==> src/rtl/core/jdc_pkg.sv <==
// Shared widths, constants and stage payload type for the day number to date converter.
package jdc_pkg;

  localparam int JD_W        = 23;
  localparam int X_W         = 24;
  localparam int QE_W        = 15;
  localparam int YEAR_W      = 16;
  localparam int CENT_W      = 8;
  localparam int DOY_W       = 10;
  localparam int MON_W       = 6;
  localparam int PROD_W      = 32;

  localparam int YEAR_STAGES = 4;
  localparam int DATE_STAGES = 5;
  localparam int NUM_STAGES  = YEAR_STAGES + DATE_STAGES;

  localparam logic [JD_W-1:0] GREG_START_RESET = 23'd2361222;

  localparam logic [X_W-1:0] GREG_BIAS  = 24'd32044;
  localparam logic [X_W-1:0] JUL_BIAS   = 24'd32082;
  localparam logic [X_W-1:0] GREG_RECIP = 24'd11759221;
  localparam logic [X_W-1:0] JUL_RECIP  = 24'd11758979;
  localparam int             RECIP_SHIFT = 32;

  localparam logic [PROD_W-1:0] GREG_SCALE  = 32'd400;
  localparam logic [PROD_W-1:0] JUL_SCALE   = 32'd4;
  localparam logic [PROD_W-1:0] GREG_PERIOD = 32'd146097;
  localparam logic [PROD_W-1:0] JUL_PERIOD  = 32'd1461;

  localparam logic [YEAR_W-1:0] YEAR_BIAS = 16'd4800;

  localparam int             QUAD_W       = 27;
  localparam int             EPOCH_W      = 28;
  localparam logic [QUAD_W-1:0]  YEAR_DAYS4  = 27'd1461;
  localparam logic [EPOCH_W-1:0] EPOCH_DAY   = 28'd1720995;
  localparam logic [27:0]        CENT_RECIP  = 28'd5243;
  localparam int                 CENT_SHIFT  = 19;

  localparam logic [21:0] MON_RECIP  = 22'd2141;
  localparam int          MON_SHIFT  = 16;
  localparam logic [23:0] MON_SCALE  = 24'd10000;
  localparam logic [23:0] MON_PERIOD = 24'd306001;
  localparam logic [15:0] FIFTH_RECIP = 16'd205;
  localparam int          FIFTH_SHIFT = 10;

  localparam logic signed [YEAR_W-1:0] YEAR_MAX = 16'sd9999;

  typedef struct packed {
    logic [JD_W-1:0]          jd;
    logic                     greg;
    logic signed [YEAR_W-1:0] year;
  } jdc_year_t;

endpackage

==> src/rtl/core/jdc_year_pipe.sv <==
// Year estimate stages: calendar select, reciprocal multiply and one-step correction.
module jdc_year_pipe import jdc_pkg::*; (
  input  logic                   clk,
  input  logic [YEAR_STAGES-1:0] load,
  input  logic [JD_W-1:0]        julian_day,
  input  logic [JD_W-1:0]        greg_start,
  output jdc_year_t              year_out
);

  logic [JD_W-1:0]   jd0_r, jd1_r, jd2_r, jd3_r;
  logic              greg0_r, greg1_r, greg2_r, greg3_r;
  logic [X_W-1:0]    x0_r, x1_r;
  logic [QE_W-1:0]   qe1_r, qe2_r;
  logic [PROD_W-1:0] xp2_r, qd2_r;
  logic signed [YEAR_W-1:0] year3_r;

  logic              greg0;
  logic [X_W-1:0]    x0_nxt;
  logic [X_W-1:0]    recip1;
  logic [2*X_W-1:0]  prod1;
  logic [PROD_W-1:0] xp2_nxt, qd2_nxt;
  logic [PROD_W-1:0] rem3;
  logic              inc3;
  logic [YEAR_W-1:0] year3_nxt;

  assign greg0  = julian_day >= greg_start;
  assign x0_nxt = {1'b0, julian_day} + (greg0 ? GREG_BIAS : JUL_BIAS);

  assign recip1 = greg0_r ? GREG_RECIP : JUL_RECIP;
  assign prod1  = {{X_W{1'b0}}, x0_r} * {{X_W{1'b0}}, recip1};

  assign xp2_nxt = {{(PROD_W-X_W){1'b0}}, x1_r} * (greg1_r ? GREG_SCALE : JUL_SCALE);
  assign qd2_nxt = {{(PROD_W-QE_W){1'b0}}, qe1_r} * (greg1_r ? GREG_PERIOD : JUL_PERIOD);

  assign rem3      = xp2_r - qd2_r;
  assign inc3      = rem3 >= (greg2_r ? GREG_PERIOD : JUL_PERIOD);
  assign year3_nxt = {1'b0, qe2_r} + {{(YEAR_W-1){1'b0}}, inc3} - YEAR_BIAS;

  always_ff @(posedge clk) begin
    if (load[0]) begin
      jd0_r   <= julian_day;
      greg0_r <= greg0;
      x0_r    <= x0_nxt;
    end
    if (load[1]) begin
      jd1_r   <= jd0_r;
      greg1_r <= greg0_r;
      x1_r    <= x0_r;
      qe1_r   <= prod1[RECIP_SHIFT +: QE_W];
    end
    if (load[2]) begin
      jd2_r   <= jd1_r;
      greg2_r <= greg1_r;
      qe2_r   <= qe1_r;
      xp2_r   <= xp2_nxt;
      qd2_r   <= qd2_nxt;
    end
    if (load[3]) begin
      jd3_r   <= jd2_r;
      greg3_r <= greg2_r;
      year3_r <= $signed(year3_nxt);
    end
  end

  assign year_out.jd   = jd3_r;
  assign year_out.greg = greg3_r;
  assign year_out.year = year3_r;

endmodule

==> src/rtl/core/jdc_date_pipe.sv <==
// Date stages: year start day, day of year, month split and final date fixup.
module jdc_date_pipe import jdc_pkg::*; (
  input  logic                   clk,
  input  logic [DATE_STAGES-1:0] load,
  input  jdc_year_t              year_in,
  output logic [4:0]             day_of_month,
  output logic [3:0]             month_of_year,
  output logic signed [14:0]     year_signed,
  output logic                   range_error
);

  logic [JD_W-1:0]          jd4_r;
  logic                     greg4_r;
  logic signed [YEAR_W-1:0] year4_r, year5_r, year6_r, year7_r;
  logic signed [QUAD_W-1:0] quad4_r;
  logic [CENT_W-1:0]        cent4_r;
  logic [DOY_W-1:0]         doy5_r, doy6_r, doy7_r;
  logic [MON_W-1:0]         me6_r, mon7_r;
  logic [4:0]               day8_r;
  logic [3:0]               month8_r;
  logic signed [14:0]       year8_r;
  logic                     err8_r;

  logic signed [QUAD_W-1:0]  quad4_nxt;
  logic [QE_W-1:0]           mag4;
  logic [27:0]               cprod4;
  logic [CENT_W-1:0]         cq5;
  logic signed [9:0]         corr5;
  logic signed [EPOCH_W-1:0] start5;
  logic signed [EPOCH_W-1:0] diff5;
  logic [21:0]               mprod6;
  logic [23:0]               rem7;
  logic [MON_W-1:0]          mon7_nxt;

  logic [7:0]               tri8;
  logic [15:0]              fprod8;
  logic [DOY_W-1:0]         dfull8;
  logic [MON_W-1:0]         mon8;
  logic signed [YEAR_W-1:0] yr8;
  logic                     err8;

  assign quad4_nxt = QUAD_W'(year_in.year) * $signed(YEAR_DAYS4);
  assign mag4      = year_in.year[YEAR_W-1] ? QE_W'(-year_in.year) : QE_W'(year_in.year);
  assign cprod4    = {{(28-QE_W){1'b0}}, mag4} * CENT_RECIP;

  assign cq5   = cent4_r >> 2;
  always_comb begin
    if (!greg4_r) begin
      corr5 = '0;
    end else if (year4_r[YEAR_W-1]) begin
      corr5 = $signed(10'd2 + {2'b0, cent4_r} - {2'b0, cq5});
    end else begin
      corr5 = $signed(10'd2 + {2'b0, cq5} - {2'b0, cent4_r});
    end
  end
  assign start5 = $signed(EPOCH_DAY) + EPOCH_W'(quad4_r >>> 2) + EPOCH_W'(corr5);
  assign diff5  = $signed({{(EPOCH_W-JD_W){1'b0}}, jd4_r}) - start5;

  assign mprod6 = {{(22-DOY_W){1'b0}}, doy5_r} * MON_RECIP;

  assign rem7     = {{(24-DOY_W){1'b0}}, doy6_r} * MON_SCALE
                  - {{(24-MON_W){1'b0}}, me6_r} * MON_PERIOD;
  assign mon7_nxt = me6_r + {{(MON_W-1){1'b0}}, (rem7 >= MON_PERIOD)};

  always_comb begin
    tri8   = {2'b0, mon7_r} * 8'd3;
    fprod8 = {8'b0, tri8} * FIFTH_RECIP;
    dfull8 = doy7_r - {{(DOY_W-MON_W){1'b0}}, mon7_r} * 10'd30
           - {{(DOY_W-MON_W){1'b0}}, fprod8[FIFTH_SHIFT +: MON_W]};
    mon8   = mon7_r - 6'd1;
    if (mon8 > 6'd12) begin
      mon8 = mon8 - 6'd12;
    end
    yr8 = year7_r;
    if (mon8 <= 6'd2) begin
      yr8 = yr8 + 16'sd1;
    end
    if (yr8 <= 16'sd0) begin
      yr8 = yr8 - 16'sd1;
    end
    err8 = yr8 > YEAR_MAX;
  end

  always_ff @(posedge clk) begin
    if (load[0]) begin
      jd4_r   <= year_in.jd;
      greg4_r <= year_in.greg;
      year4_r <= year_in.year;
      quad4_r <= quad4_nxt;
      cent4_r <= cprod4[CENT_SHIFT +: CENT_W];
    end
    if (load[1]) begin
      year5_r <= year4_r;
      doy5_r  <= diff5[DOY_W-1:0];
    end
    if (load[2]) begin
      year6_r <= year5_r;
      doy6_r  <= doy5_r;
      me6_r   <= mprod6[MON_SHIFT +: MON_W];
    end
    if (load[3]) begin
      year7_r <= year6_r;
      doy7_r  <= doy6_r;
      mon7_r  <= mon7_nxt;
    end
    if (load[4]) begin
      err8_r   <= err8;
      day8_r   <= err8 ? 5'd0 : dfull8[4:0];
      month8_r <= err8 ? 4'd0 : mon8[3:0];
      year8_r  <= err8 ? 15'sd0 : $signed(yr8[14:0]);
    end
  end

  assign day_of_month  = day8_r;
  assign month_of_year = month8_r;
  assign year_signed   = year8_r;
  assign range_error   = err8_r;

endmodule

==> src/rtl/core/julian_day_to_calendar_date.sv <==
// Top level: Julian day number to calendar date converter with stage flow control.
//
//   channel  direction  handshake              payload
//   in_      input      in_valid / in_ready    in_julian_day
//   out_     output     out_valid / out_ready  out_day_of_month, out_month_of_year,
//                                              out_year_signed, out_range_error
//   cfg_     input      cfg_valid / cfg_ready  cfg_gregorian_start_day
//
// One transaction per cycle unless all stages are full and stalled; each result passes the
// nine register stages (year reciprocal multiply and correction, year start day, month
// split). Synchronous active-low reset clears the stage valid bits and loads the switch
// day register. A stalled output holds its stage; upstream stages keep filling empty
// slots, so in_ready drops only when every stage holds a transaction.
module julian_day_to_calendar_date import jdc_pkg::*; (
  input  logic               clk,
  input  logic               rst_n,
  input  logic               in_valid,
  output logic               in_ready,
  input  logic [JD_W-1:0]    in_julian_day,
  output logic               out_valid,
  input  logic               out_ready,
  output logic [4:0]         out_day_of_month,
  output logic [3:0]         out_month_of_year,
  output logic signed [14:0] out_year_signed,
  output logic               out_range_error,
  input  logic               cfg_valid,
  output logic               cfg_ready,
  input  logic [JD_W-1:0]    cfg_gregorian_start_day
);

  logic [NUM_STAGES-1:0] valid_r, valid_nxt;
  logic [NUM_STAGES-1:0] rdy, feed, load;
  logic [JD_W-1:0]       greg_start_r;
  jdc_year_t             year_mid;

  assign feed = {valid_r[NUM_STAGES-2:0], in_valid};

  always_comb begin
    rdy[NUM_STAGES-1] = !valid_r[NUM_STAGES-1] || out_ready;
    for (int k = NUM_STAGES - 2; k >= 0; k--) begin
      rdy[k] = !valid_r[k] || rdy[k+1];
    end
  end

  assign load      = rdy & feed;
  assign valid_nxt = (rdy & feed) | (~rdy & valid_r);

  always_ff @(posedge clk) begin
    if (!rst_n) begin
      valid_r      <= '0;
      greg_start_r <= GREG_START_RESET;
    end else begin
      valid_r <= valid_nxt;
      if (cfg_valid && cfg_ready) begin
        greg_start_r <= cfg_gregorian_start_day;
      end
    end
  end

  assign in_ready  = rdy[0];
  assign out_valid = valid_r[NUM_STAGES-1];
  assign cfg_ready = 1'b1;

  jdc_year_pipe u_year (
    .clk        (clk),
    .load       (load[YEAR_STAGES-1:0]),
    .julian_day (in_julian_day),
    .greg_start (greg_start_r),
    .year_out   (year_mid)
  );

  jdc_date_pipe u_date (
    .clk           (clk),
    .load          (load[NUM_STAGES-1:YEAR_STAGES]),
    .year_in       (year_mid),
    .day_of_month  (out_day_of_month),
    .month_of_year (out_month_of_year),
    .year_signed   (out_year_signed),
    .range_error   (out_range_error)
  );

  a_full_stall_blocks_input: assert property (@(posedge clk) disable iff (!rst_n)
    (&valid_r && !out_ready) |-> !in_ready)
    else $error("input taken while every stage is held");

  a_month_day_legal: assert property (@(posedge clk) disable iff (!rst_n)
    (out_valid && !out_range_error) |->
      (out_month_of_year >= 4'd1 && out_month_of_year <= 4'd12 && out_day_of_month != 5'd0))
    else $error("month or day out of range on a valid date");

  a_no_year_zero: assert property (@(posedge clk) disable iff (!rst_n)
    (out_valid && !out_range_error) |-> out_year_signed != 15'sd0)
    else $error("year zero produced");

endmodule

==> config.mk <==
export PLATFORM = sky130hd
export DESIGN_NAME = julian_day_to_calendar_date
export DESIGN_NICKNAME = d
export VERILOG_FILES = /design/src/rtl/core/jdc_pkg.sv /design/src/rtl/core/jdc_year_pipe.sv /design/src/rtl/core/jdc_date_pipe.sv /design/src/rtl/core/julian_day_to_calendar_date.sv
export SDC_FILE = /design/constraint.sdc
export NUM_CORES = 2
export LEC_CHECK = 0
export ABC_AREA = 1
export BUFFER_PORTS_ARGS = -buffer_cell sky130_fd_sc_hd__buf_4
export CORE_ASPECT_RATIO = 0.5
export CORE_MARGIN = 5
export CORE_UTILIZATION = 45
export DETAILED_ROUTE_END_ITERATION = 10
export PLACE_DENSITY_LB_ADDON = 0.08
export SLEW_MARGIN = 20
export SYNTH_ARGS = -nofsm -noshare
export SYNTH_HDL_FRONTEND = slang
export SYNTH_HIERARCHICAL = 1
export SYNTH_SLANG_ARGS = --single-unit
==> constraint.sdc <==
create_clock -name clk -period 6.35 [get_ports clk]
set_input_delay 0.3175 -clock clk [delete_from_list [all_inputs] [get_ports clk]]
set_output_delay 0.3175 -clock clk [all_outputs]
set_load 0.02 [all_outputs]
---- After elaboration in Yosys (flattened, before gate mapping) ----
Index checks and enable logic that the tools add are counted.
W data, S select, Z words.
word-level totals
  bits in registers ....................... 391
  bits of input ports ..................... 51
  output and inout port bits .............. 28
  logic and storage cells ................. 105
cells by class
  add/subtract/negate cells ............... 20
  multipliers ............................. 11
  magnitude comparators ................... 7
  multiplexer cells ....................... 11
  bitwise logic cells ..................... 4
  reduce and logical (&&, ||, !) cells .... 18
operators by type and width
  cell                      number
  $mul A24 B24 Y47          1
  $mux W18                  2
  $ge A32 B32 Y1            1
  $mul A15 B32 Y32          1
  $mul A24 B32 Y32          1
  $mux W16                  2
  $sub A32 B32 Y32          1
  $mux W10                  3
  $mul A15 B13 Y27 const B  1
  $add A23 B15 Y24          1
  $ge A24 B19 Y1 const B    1
  $mul A6 B19 Y24 const B   1
  $sub A24 B24 Y24          1
  $ge A23 B23 Y1            1
  $mul A10 B12 Y22 const B  1
  $mul A10 B10 Y20 const B  1
  $and A9 B9 Y9             2
  $add A15 B1 Y16           1
  $add A16 B2 Y16 const B   1
  $gt A16 B15 Y1 const B    1
  $le A16 B1 Y1 const B     1
  $mul A16 B12 Y12 const B  1
  $sub A16 B13 Y16 const B  1
  $sub A16 B2 Y16 const B   1
  25 further kinds          42

---- Depth between registers and ports, before layout ----
  depth after elaboration ................. 13
  gate-level depth with buffers ........... 37
  gate-level depth less buffers ........... 37

---- By module ----
The synthesis kept the hierarchy.
modules (own cells, without submodules)
  module                       instances  cells each  area an instance (µm²)  sequential area each (µm²)
  jdc_year_pipe                1          3899        35026.1                 7447.1
  jdc_date_pipe                1          2025        19851.5                 4654.5
  julian_day_to_calendar_date  1          153         1192.4                  640.6

---- Worst setup path after synthesis ----
Ideal clock, no wire load.
  path kind ............................... reg-to-reg
  start ................................... register u_date.mon7_r[0]
  end ..................................... register u_date.day8_r[4] (netlist: u_date/day_of_month[4]) (data pin)
  setup time .............................. 0.263 ns
  arrival time ............................ 6.271 ns
  required time ........................... 6.087 ns
  slack ................................... -0.184 ns
  stages on the path, launching flop included .. 27
  path buffers ............................ 0
  period minus slack after synthesis ...... 6.534 ns
  cells stage by stage .................... edfxtp_1 > ha_1 > fa_1 > a21o_1 > a21oi_1 > xor2_1 > ha_1 > fa_1 > inv_1 > fa_1 > inv_1 > fa_1 > ha_1 > nand4_1 > o221ai_1 > a21o_1 > a21o_1 > a21o_1 > xnor2_1 > fa_1 > ha_1 > a21oi_1 > o21ai_0 > xor2_1 > xor2_1 > inv_1 > a21oi_1
on the way
  word-level cells in the longest chain between the ends .. 8
  elaborated cells between the ends (all ways) .. 15
  classes of those cells .................. 5 x add/sub; 3 x mul; 4 x order compare; 3 x mux
ends and longest elaborated chain
  element                                                  RTL line                                  source
  start, declared                                          jdc_date_pipe.sv:18                       logic [MON_W-1:0] me6_r, mon7_r;
  start signal, assigned                                   jdc_date_pipe.sv:104                      mon7_r <= mon7_nxt;
  $sub A6 B1 Y6                                            jdc_date_pipe.sv:70                       mon8 = mon7_r - 6'd1;
  $sub A6 B4 Y6 / $gt A6 B4 Y1 (equally long branches)     jdc_date_pipe.sv:72, jdc_date_pipe.sv:71
  $mux W6                                                  jdc_date_pipe.sv:71                       if (mon8 > 6'd12) begin
  $le A6 B2 Y1                                             jdc_date_pipe.sv:75                       if (mon8 <= 6'd2) begin
  $mux W16                                                 jdc_date_pipe.sv:75
  $sub A16 B2 Y16 / $le A16 B1 Y1 (equally long branches)  jdc_date_pipe.sv:79, jdc_date_pipe.sv:78
  $mux W16                                                 jdc_date_pipe.sv:78                       if (yr8 <= 16'sd0) begin
  $gt A16 B15 Y1                                           jdc_date_pipe.sv:81                       err8 = yr8 > YEAR_MAX;
  end signal, assigned                                     jdc_date_pipe.sv:108                      day8_r <= err8 ? 5'd0 : dfull8[4:0];
  end, declared                                            jdc_date_pipe.sv:19                       logic [4:0] day8_r;
Parallel ways exist; a longest one is shown, timed or not.
A chain may end at the register's enable or synchronous reset.

---- Worst setup path in the final report ----
  start ................................... register u_date.doy6_r[3]
  end ..................................... register u_date.mon7_r[4] (data pin)
on the way
  word-level cells in the longest chain between the ends .. 4
ends and longest elaborated chain
  element                 RTL line             source
  start, declared         jdc_date_pipe.sv:17  logic [DOY_W-1:0] doy5_r, doy6_r, doy7_r;
  start signal, assigned  jdc_date_pipe.sv:98  doy6_r <= doy5_r;
  $mul A10 B10 Y20        jdc_date_pipe.sv:61  assign rem7 = {{(24-DOY_W){1'b0}}, doy6_r} * MON_SCALE
  $sub A24 B24 Y24        jdc_date_pipe.sv:62  - {{(24-MON_W){1'b0}}, me6_r} * MON_PERIOD;
  $ge A24 B19 Y1          jdc_date_pipe.sv:63  assign mon7_nxt = me6_r + {{(MON_W-1){1'b0}}, (rem7 >= MON_PERIOD)};
  $add A6 B1 Y6           jdc_date_pipe.sv:63
  net u_date.mon7_nxt[4]  jdc_date_pipe.sv:33  logic [MON_W-1:0] mon7_nxt;
The timed path passes the listed nets, and every way through them passes these cells.

==> impl_metrics.yaml <==
die:
  core_area_mm2: 0.120
  io_pins: 79
  die_width_um: 502
  design.die.area_mm2: 0.129
  starting_utilization_of_the_core_area: 0.453
  floorplan.rows: 90
  floorplan.die.height_um: 256
sta:
  hold_viol: 0
  final_max_slew_viol_count: 0
  max_slew_margin: 0.289
  timing.fmax_ghz: 0.154
  final_setup_violation_count: 5
  post-route-period-util: 1.02
  final.min_clock_period_ns: 6.48
  hold-worst-slack_ns: 0.0426
  unrepaired_setup_endpoints_after_global_routing: "true"
  worst-slew-pin-transition_ns: 1.06
  timing.final.ws_setup_ns: -0.129
  clock_skew_ns: 0.0150
  finalSetupTns_ns: -0.402
global_routing:
  largest_net_degree_at_the_start_of_global_routing: 87
  grt_overflow_total: 0
  grt_pass1_wl_um: 215000
  track_usage: 0.208
  initial_antenna_violation_count: 4
  grt_pass1_vias: 41400
detailed_routing:
  postRouteWirelength_um: 132000
  ant_nets: 0
  detail_route.drc_violations: 0
  route.detailed.vias_per_inst: 4.83
  via_count_of_the_routed_design: 39100
  post_drt_wl_per_cell_um: 16.3
  drt_first_iter_violations: 1753
  drt-pass1-iter-count: 5
final_layout:
  layout_commonest_cell: "sky130_fd_sc_hd__inv_1"
  utilization: 0.524
  area_overhead_of_the_layout_relative_to_synthesis_pct: 15.6
  mostFrequentLayoutCells: "1602 x sky130_fd_sc_hd__inv_1, 940 x sky130_fd_sc_hd__ha_1, 751 x sky130_fd_sc_hd__nand2_1"
  fillers: 11200
  final_nets: 8134
  share_of_cells_above_drive_strength_1: 0.145
setup_path:
  max_stage_delay_ns: 0.52
  start_kind: "register"
  worst_reg2reg_endpoint: "u_date/mon7_r[4]"
  critPathBufInv: 7
  critical_path_slowest_stage_cell: "sky130_fd_sc_hd__fa_1"
  r2r_slack_ns: -0.13
  worstSetupEndpointType: "register"
  r2r_cells: 37
  crit_path_max_fanout: 3
  type_of_the_worst_setup_path: "reg2reg"
  worst_ep_required_time_ns: 6.70
  critPathArrivalTime_ns: 6.83
  critical-path-top-delay-family: "adder cells"
  timing.rr.start: "u_date/doy6_r[3]"
clock_tree:
  cts-root-buf: "sky130_fd_sc_hd__clkbuf_16"
  insertion_delay_ns: 0.60
  cts_sinks: 383
  cts_made_buffers: 41
  htree_levels: 2
  cts.clk_slew.worst_paths_ns: 0.06
  cts_tree: "done"
  clock_path_buffers: 3
logic_synthesis:
  netlist_area_mm2: 0.0545
  post_synthesis_average_cell_area_um2: 9.05
  syn-instance-count: 6025
  yosys_warnings: 6
place:
  count_of_buffers_from_port_buffering: 77
  gpl.final_weighted_congestion: 0.910
  dp.final_hpwl_um: 115000
status:
  run_status: "finished with violations"
  violations_in_the_final_reports: "setup timing"
min_path:
  worstHoldEndpoint: "u_year/x0_r[17]"
  holdPathStages: 3
  hp-start: "in_julian_day[17]"
  min-delay-path-class: "in2reg"
job:
  cap_viol_max_count: 0
==> registers in the layout, indices dropped and copies added, names as in the netlist, 6 cells and up, named ones only <==
name	count
u_date/year4_r	16
u_year/jd3_r	10
u_year/jd0_r	10
greg_start_r	23
u_date/doy6_r	10
u_year/qe1_r	15
u_year/jd1_r	10
u_year/x1_r	23
u_date/year_signed	15
u_year/qe2_r	15
u_year/year3_r	16
u_date/mon7_r	6
u_date/quad4_r	10
u_date/cent4_r	8
u_date/year5_r	16
u_year/xp2_r	30
u_date/me6_r	6
u_date/year7_r	16
u_year/x0_r	23
u_year/qd2_r	30
u_date/doy5_r	10
u_date/jd4_r	10
u_year/jd2_r	10
u_date/year6_r	16
==> worst reg2reg max path, delay by kind of cell, from the launching register on <==
family,cells,cell delay (ns)
XOR/XNOR,3,0.42
adder cells (fa/ha/maj),10,3.31
flip-flops,1,0.35
AO/OA/AOI/OAI,5,0.63
buffers and inverters,7,0.40
AND/OR/NAND/NOR,12,1.13
==> cell type report <==
class,count,area (um2),area share
Multi-Input combinational cell,3908,38500,0.611
Antenna cell,1,2.50,0.0000397
Clock inverter,30,310,0.00492
Clock buffer,46,1080,0.0171
Sequential cell,383,11200,0.177
Inverter,1674,6310,0.100
Tap cell,1610,2010,0.0320
Timing Repair Buffer,454,3640,0.0578
==> worst max-delay path by stage <==
stage	cells after the start	slack, ns	start	end
2_1_floorplan	37	0.004	u_date/doy6_r[3]	u_date/mon7_r[4]
3_3_place_gp	34	-0.47	u_date/doy6_r[5]	u_date/mon7_r[4]
3_5_place_dp	33	-0.50	u_date/doy6_r[5]	u_date/mon7_r[4]
4_1_cts	37	-0.13	u_date/doy6_r[3]	u_date/mon7_r[4]
5_1_grt	37	-0.51	u_date/doy6_r[3]	u_date/mon7_r[4]
6_report	37	-0.13	u_date/doy6_r[3]	u_date/mon7_r[4]
==> metrics by stage <==
stage | setup slack, ns | instance area [um2] | cells
final | -0.129 | 63000 | 8106
after global routing | -0.506 | 63000 | 8105
after CTS | -0.131 | 61500 | 8076
after detailed placement | -0.498 | 59200 | 7950
after global placement | -0.473 | 59200 | 7950
after floorplan | 0.00371 | 54600 | 6028
==> metal layers <==
metal | global-route usage | up-vias | part of all wire
met2 | 0.361 | 569 | 0.49
met5 | 0 | - | 0
met4 | 0.0601 | 0 | 0.032
met1 | 0.274 | 18700 | 0.45
li1 | - | 19600 | -
met3 | 0.0236 | 193 | 0.034
==> repair_timing <==
item | in CTS | in global routing
hold endpoints to repair | 33 | 0
hold buffers | 33 | 0
resized for setup | 135 | 320
endpoints found under the setup margin | 26 | 34
pin swaps | 63 | 160
buffers inserted | 17 | 28
gates cloned | 0 | 2
Power is not shown: default switching activity piles up to over one toggle a cycle in this logic, so the estimate is an artifact.
